--- src/design/tis_pkg.sv ---
// Shared types and constants for the trie insert/search block.
package tis_pkg;

  localparam int NODE_COUNT_DEF    = 128;
  localparam int ALPHABET_SIZE_DEF = 26;

  localparam int LETTER_W  = 5;
  localparam int S_TDATA_W = 8;
  localparam int M_TDATA_W = 8;

  localparam logic OP_INSERT = 1'b0;
  localparam logic OP_SEARCH = 1'b1;

  typedef enum logic [1:0] {
    ST_CLEAR,
    ST_IDLE,
    ST_EXEC
  } state_t;

  typedef struct packed {
    logic table_full;
    logic found;
  } result_t;

endpackage

--- src/design/tis_walk.sv ---
// Walk controller: table clear, per-letter read, resolve and write-back.
module tis_walk import tis_pkg::*; #(
  parameter int NODE_COUNT    = NODE_COUNT_DEF,
  parameter int ALPHABET_SIZE = ALPHABET_SIZE_DEF,
  parameter int NW            = $clog2(NODE_COUNT),
  parameter int AW            = $clog2(NODE_COUNT * ALPHABET_SIZE)
) (
  input  logic                clk,
  input  logic                rst,
  // letter input
  input  logic                in_valid,
  output logic                in_ready,
  input  logic                in_op,
  input  logic [LETTER_W-1:0] in_letter,
  input  logic                in_last,
  // result toward the output register
  output logic                res_valid,
  input  logic                res_ready,
  output result_t             res,
  // child table port; entry = {word end mark of child, child node}
  output logic                rd_en,
  output logic [AW-1:0]       rd_addr,
  input  logic [NW:0]         rd_data,
  output logic                wr_en,
  output logic [AW-1:0]       wr_addr,
  output logic [NW:0]         wr_data
);

  localparam int DEPTH = NODE_COUNT * ALPHABET_SIZE;
  localparam int FW    = $clog2(NODE_COUNT + 1);

  state_t        state, state_next;
  logic [AW-1:0] clr_addr, clr_addr_next;
  logic [NW-1:0] cur_node, cur_node_next;
  logic          cur_mark, cur_mark_next;
  logic          root_mark, root_mark_next;
  logic [AW-1:0] parent_slot, parent_slot_next;
  logic          miss, miss_next;
  logic          full, full_next;
  logic [FW-1:0] next_free, next_free_next;

  // letter held across the resolve cycle
  logic          op_q, last_q, live_q;
  logic [AW-1:0] slot_q;

  logic          accept, live, ins_last, go;
  logic [AW-1:0] slot;
  logic [NW-1:0] rd_child;
  logic          rd_mark;

  assign accept   = in_valid && in_ready;
  assign live     = !miss && !full && (32'(in_letter) < ALPHABET_SIZE);
  assign slot     = AW'(AW'(cur_node) * AW'(ALPHABET_SIZE) + AW'(in_letter));
  assign rd_en    = accept && live;
  assign rd_addr  = slot;
  assign rd_child = rd_data[NW-1:0];
  assign rd_mark  = rd_data[NW];
  assign ins_last = (op_q == OP_INSERT) && last_q;
  // a final letter waits until the output register can take its result
  assign go       = !last_q || res_ready;

  always_ff @(posedge clk) begin
    if (rst) begin
      state       <= ST_CLEAR;
      clr_addr    <= '0;
      cur_node    <= '0;
      cur_mark    <= 1'b0;
      root_mark   <= 1'b0;
      parent_slot <= '0;
      miss        <= 1'b0;
      full        <= 1'b0;
      next_free   <= FW'(1);
    end else begin
      state       <= state_next;
      clr_addr    <= clr_addr_next;
      cur_node    <= cur_node_next;
      cur_mark    <= cur_mark_next;
      root_mark   <= root_mark_next;
      parent_slot <= parent_slot_next;
      miss        <= miss_next;
      full        <= full_next;
      next_free   <= next_free_next;
    end
  end

  always_ff @(posedge clk) begin
    if (accept) begin
      op_q   <= in_op;
      last_q <= in_last;
      live_q <= live;
      slot_q <= slot;
    end
  end

  always_comb begin
    state_next       = state;
    clr_addr_next    = clr_addr;
    cur_node_next    = cur_node;
    cur_mark_next    = cur_mark;
    root_mark_next   = root_mark;
    parent_slot_next = parent_slot;
    miss_next        = miss;
    full_next        = full;
    next_free_next   = next_free;
    in_ready         = 1'b0;
    res_valid        = 1'b0;
    res              = '0;
    wr_en            = 1'b0;
    wr_addr          = slot_q;
    wr_data          = '0;

    unique case (state)
      ST_CLEAR: begin
        wr_en         = 1'b1;
        wr_addr       = clr_addr;
        clr_addr_next = clr_addr + AW'(1);
        if (clr_addr == AW'(DEPTH - 1)) begin
          state_next = ST_IDLE;
        end
      end

      ST_IDLE: begin
        in_ready = 1'b1;
        if (in_valid) begin
          state_next = ST_EXEC;
        end
      end

      ST_EXEC: begin
        if (live_q) begin
          if (rd_child != '0) begin
            cur_node_next    = rd_child;
            cur_mark_next    = rd_mark;
            parent_slot_next = slot_q;
            if (ins_last) begin
              wr_en   = go;
              wr_data = {1'b1, rd_child};
            end
          end else if (op_q == OP_SEARCH) begin
            miss_next = 1'b1;
          end else if (next_free == FW'(NODE_COUNT)) begin
            full_next = 1'b1;
          end else begin
            wr_en            = go;
            wr_data          = {ins_last, next_free[NW-1:0]};
            cur_node_next    = next_free[NW-1:0];
            cur_mark_next    = ins_last;
            parent_slot_next = slot_q;
            next_free_next   = next_free + FW'(1);
          end
        end else if (ins_last && !miss && !full) begin
          // out-of-range final letter: mark the node already reached
          if (cur_node == '0) begin
            root_mark_next = 1'b1;
          end else begin
            wr_en   = go;
            wr_addr = parent_slot;
            wr_data = {1'b1, cur_node};
          end
        end

        res.found      = (op_q == OP_SEARCH) && !miss_next && !full_next &&
                         ((cur_node_next == '0) ? root_mark : cur_mark_next);
        res.table_full = (op_q == OP_INSERT) && full_next;
        res_valid      = last_q;

        if (last_q) begin
          cur_node_next = '0;
          miss_next     = 1'b0;
          full_next     = 1'b0;
        end

        if (go) begin
          state_next = ST_IDLE;
        end else begin
          // hold everything while the result waits
          cur_node_next    = cur_node;
          cur_mark_next    = cur_mark;
          root_mark_next   = root_mark;
          parent_slot_next = parent_slot;
          miss_next        = miss;
          full_next        = full;
          next_free_next   = next_free;
        end
      end

      default: begin
        state_next = ST_CLEAR;
      end
    endcase
  end

endmodule

--- config.mk ---
export PLATFORM = sky130hd
export DESIGN_NAME = tis_walk
export DESIGN_NICKNAME = d
export VERILOG_FILES = /design/src/design/tis_pkg.sv /design/src/design/tis_walk.sv
export SDC_FILE = /design/constraint.sdc
export NUM_CORES = 1
export LEC_CHECK = 0
export ABC_AREA = 0
export BUFFER_PORTS_ARGS = -buffer_cell sky130_fd_sc_hd__buf_2
export CORE_UTILIZATION = 37
export CTS_CLUSTER_DIAMETER = 200
export DETAILED_ROUTE_END_ITERATION = 6
export GPL_TIMING_DRIVEN = 0
export HOLD_SLACK_MARGIN = 0.15
export SYNTH_ARGS = -nofsm -noshare
export SYNTH_HDL_FRONTEND = slang
export SYNTH_SLANG_ARGS = --single-unit
--- constraint.sdc ---
create_clock -name clk -period 12 [get_ports clk]
set_input_delay 3.6 -clock clk [delete_from_list [all_inputs] [get_ports clk]]
set_output_delay 3.6 -clock clk [all_outputs]
set_load 0.02 [all_outputs]
==> results.txt <==
----------------------------------------------------
[Status]
  Outcome ... completed

[Timing]
  Setup Viol. Count Final ... 0
  Smallest hold slack ... 466 ps
  Fin Setup TNS ... 0 ps
  Setup Skew ... 5.27 ps
  Final critical-path setup slack ... 2670 ps
  Unrepaired setup endpoints after global routing ... false
  Minimum clock period after layout ... 9330 ps
  Endpoints failing hold ... 0
  Max frequency ... 0.107 GHz
  Final period utilization ... 77.7%
  Least-Margin Pin Slew ... 642 ps
  Worst rel slew slack ... 57.2%
  Pins over their slew limit ... 0

[Synth]
  Post-synthesis net count ... 512
  EDFF count, synth ... 15
  Syn avg cell area ... 8.47 sq um
  Share of the yosys chip area belonging to registers ... 34.7%
  Post-synthesis instance total ... 460
  Area of the mapped netlist ... 3900 sq um
  #FFs+latches synth ... 60
  Count of unique library cells instantiated by Yosys ... 55
  Number of synthesis warnings ... 0
  Post-synth top flop ... dfxtp_1
  Async set-or-reset flop fraction in the synthesized netlist ... 0%

[Clock network]
  Insertion delay to the later sink of the worst-skew pair ... 340 ps
  Quantity of hold-fixing buffers added after cts ... 0
  Clock tree from TritonCTS ... built
  Maximum number of buffers from clock root to sink ... 2
  Number of buffers added for setup after CTS ... 0
  Root buffer cell ... clkbuf_8
  Total clock sinks ... 60
  TritonCTS buffer count ... 9
  Total number of H-tree levels ... 3
  CTS clk-pin slew, worst paths ... 70 ps
  Resize count post-CTS ... 0

[Cells and area]
  Number of nets in the layout ... 578
  Share of post-route cells with drive strength above 1 ... 15.4%
  Most common cell after layout, fill and taps aside ... nor2_1
  Commonest cells after routing, fill and taps aside ... nor2_1 (85), buf_2 (57), dfxtp_1 (45)
  Post-route non-filler standard cell count ... 667
  Antenna cells ... 0
  Area overhead of the layout relative to synthesis ... 17.0%

[Placed design]
  Port buffer count ... 55
  Placed cells ... 651
  Setup Slack @ Placement ... 2670 ps
  DPL Wire Length ... 7950 um
  Global placement routability congestion ... 0.865

[Floorplanning]
  Die width ... 105 um
  Floorplan die area ... 10900 sq um
  Die H ... 105 um
  Number of rows created at floorplan ... 37
  Number of placed I/O pins ... 57
  Placeable core area ... 10300 sq um
  Starting Density ... 37.9%

[Drt]
  Number of antenna-violating nets in the routed design ... 0
  Wire length after detailed routing ... 10100 um
  Total iterations of the first detailed-routing run ... 5
  Count of unresolved DRC violations after routing ... 0
  Detailed router's first-iteration violation count ... 275
  Via count normalized by instance count ... 5.33
  Routed wire per std cell ... 15.2 um
  Total vias in the final route ... 3552

[Global routing]
  Remaining Overflow, GRT ... 0
  Number of antenna violations at the first check in global routing ... 0
  Gr usage total ... 19.0%
  Global-route wire length before repair ... 16600 um
  Maximum number of pins on one net before global-route repair ... 16
  Number of global-route vias before repair ... 3317

[Power and ir drop]
  Largest voltage drop on the vdd net ... 0.0529 mV
  Power after layout ... 0.429 mW
  Pwr dens ... 94.2 nW/um^2
  Leakage power total ... 1.98 nW

[Worst setup path]
  Crit Reg-Reg Endpoint ... slot_q[11]
  Setup slack, reg-to-reg ... 8010 ps
  Worst Setup Path Type ... in -> out
  Maximum net fanout on the critical path ... 3
  R2R depth ... 12
  Worst Path Required ... 8400 ps
  Critical path data arrival time ... 5730 ps
  Type of origin of the critical path ... input pin
  Critical register-to-register path startpoint ... cur_node[2]
  Critical path endpoint category ... output port

[Flow run]
  Maxcap violations ... 0

[Worst hold path]
  Type of the most critical hold path ... reg -> reg
  Hold path depth ... 2
  Worst Hold End ... cur_mark
  Startpoint of the worst hold path ... cur_mark

----------------------------------------------------
==> power breakdown <==
group / switching (mW) / internal [mW] / leakage (nW) / total, mW
Sequential: 0.00121 / 0.207 / 0.498 / 0.209
Combinational: 0.0124 / 0.00728 / 1.38 / 0.0197
Clock: 0.0841 / 0.117 / 0.101 / 0.201
==> kinds of logic after synthesis <==
kind of cell | share of synthesized area [%]
DFF | 34.7
xor gates and xnor gates | 6.65
AOI/OAI and AO/OA | 16.0
adders and majority gates | 11.6
buffers and inverters | 5.56
and+or+nand+nor | 21.9
muxes | 3.60
==> how the worst max path moves through the flow <==
stage,cells past startpoint,endpoint,startpoint
2_1_floorplan,9,rd_addr[11],in_letter[1]
3_3_place_gp,11,rd_addr[11],in_letter[1]
3_5_place_dp,11,rd_addr[11],in_letter[1]
4_1_cts,11,rd_addr[11],in_letter[1]
5_1_grt,11,rd_addr[11],in_letter[1]
6_report,11,rd_addr[11],in_letter[1]
==> metal layers <==
metal / global-route usage, % / vias to the layer above / part of all wire (%)
met2: 30.6 / 106 / 47
met1: 25.4 / 1672 / 46
met3: 3.62 / 12 / 4.7
met5: 0 / - / 0
met4: 6.94 / 0 / 1.4
li1: - / 1762 / -
==> worst max-delay path, cell delays in order <==
cell	delay [ps]
buf_2	100
ha_1	170
inv_1	60
fa_1	390
inv_1	70
a21oi_1	60
o21bai_1	260
nand4_1	210
a2111oi_2	310
xnor3_1	320
buf_2	180
==> synth_stat cells (2+ instances only) <==
library cell	n	area share [%]
buf_4	2	0.39
nor2_1	85	8.2
o21bai_1	2	0.39
nand4_1	12	1.9
xor2_1	16	3.6
buf_2	2	0.26
nor3_1	8	1.0
a21o_1	2	0.39
and3_1	5	0.80
xnor2_1	11	2.5
or4_4	2	0.58
edfxtp_1	15	12
o22ai_1	9	1.4
nand3_1	5	0.64
or3_1	9	1.4
and4_1	2	0.45
a31oi_1	5	0.80
mux2i_1	14	3.6
a21oi_1	42	5.4
inv_1	33	3.2
o21ai_0	15	1.9
nor4_1	5	0.80
nand3_2	2	0.51
ha_1	28	9.0
nor2b_1	5	0.80
clkbuf_1	17	1.6
nand2_1	14	1.3
nor4_4	2	1.1
a22oi_1	7	1.3
o31ai_1	2	0.39
nand2b_1	5	0.80
fa_1	5	2.6
and2_1	3	0.48
dfxtp_1	45	23
a211oi_1	3	0.58
a32oi_1	2	0.45
==> per-stage QoR <==
stage | utilization, % | instance area (sq um)
3_3_place_gp | 42.2 | 4340
2_1_floorplan | - | 3900
5_1_grt | 44.3 | 4560
4_1_cts | 44.3 | 4560
6_report | 44.3 | 4560
3_5_place_dp | 42.2 | 4340
==> layout make-up <==
type | count | area, sq um
clock buffers | 10 | 128
well taps | 136 | 170
fillers | 1051 | 5720
clock inverters | 6 | 87.6
flip-flops and latches | 60 | 1350
repair buffers | 55 | 275
multi-input cells | 345 | 2330
plain buffers | 21 | 88.8
inverters | 34 | 128
==> registers in the layout, summed over array words and instances (netlist names) <==
register     flops
clr_addr        12
parent_slot     12
slot_q          12
next_free        8
cur_node         7
state            2
cur_mark         1
full             1
last_q           1
live_q           1
miss             1
op_q             1
root_mark        1
No activity file was read; power rests on OpenSTA's default activity.
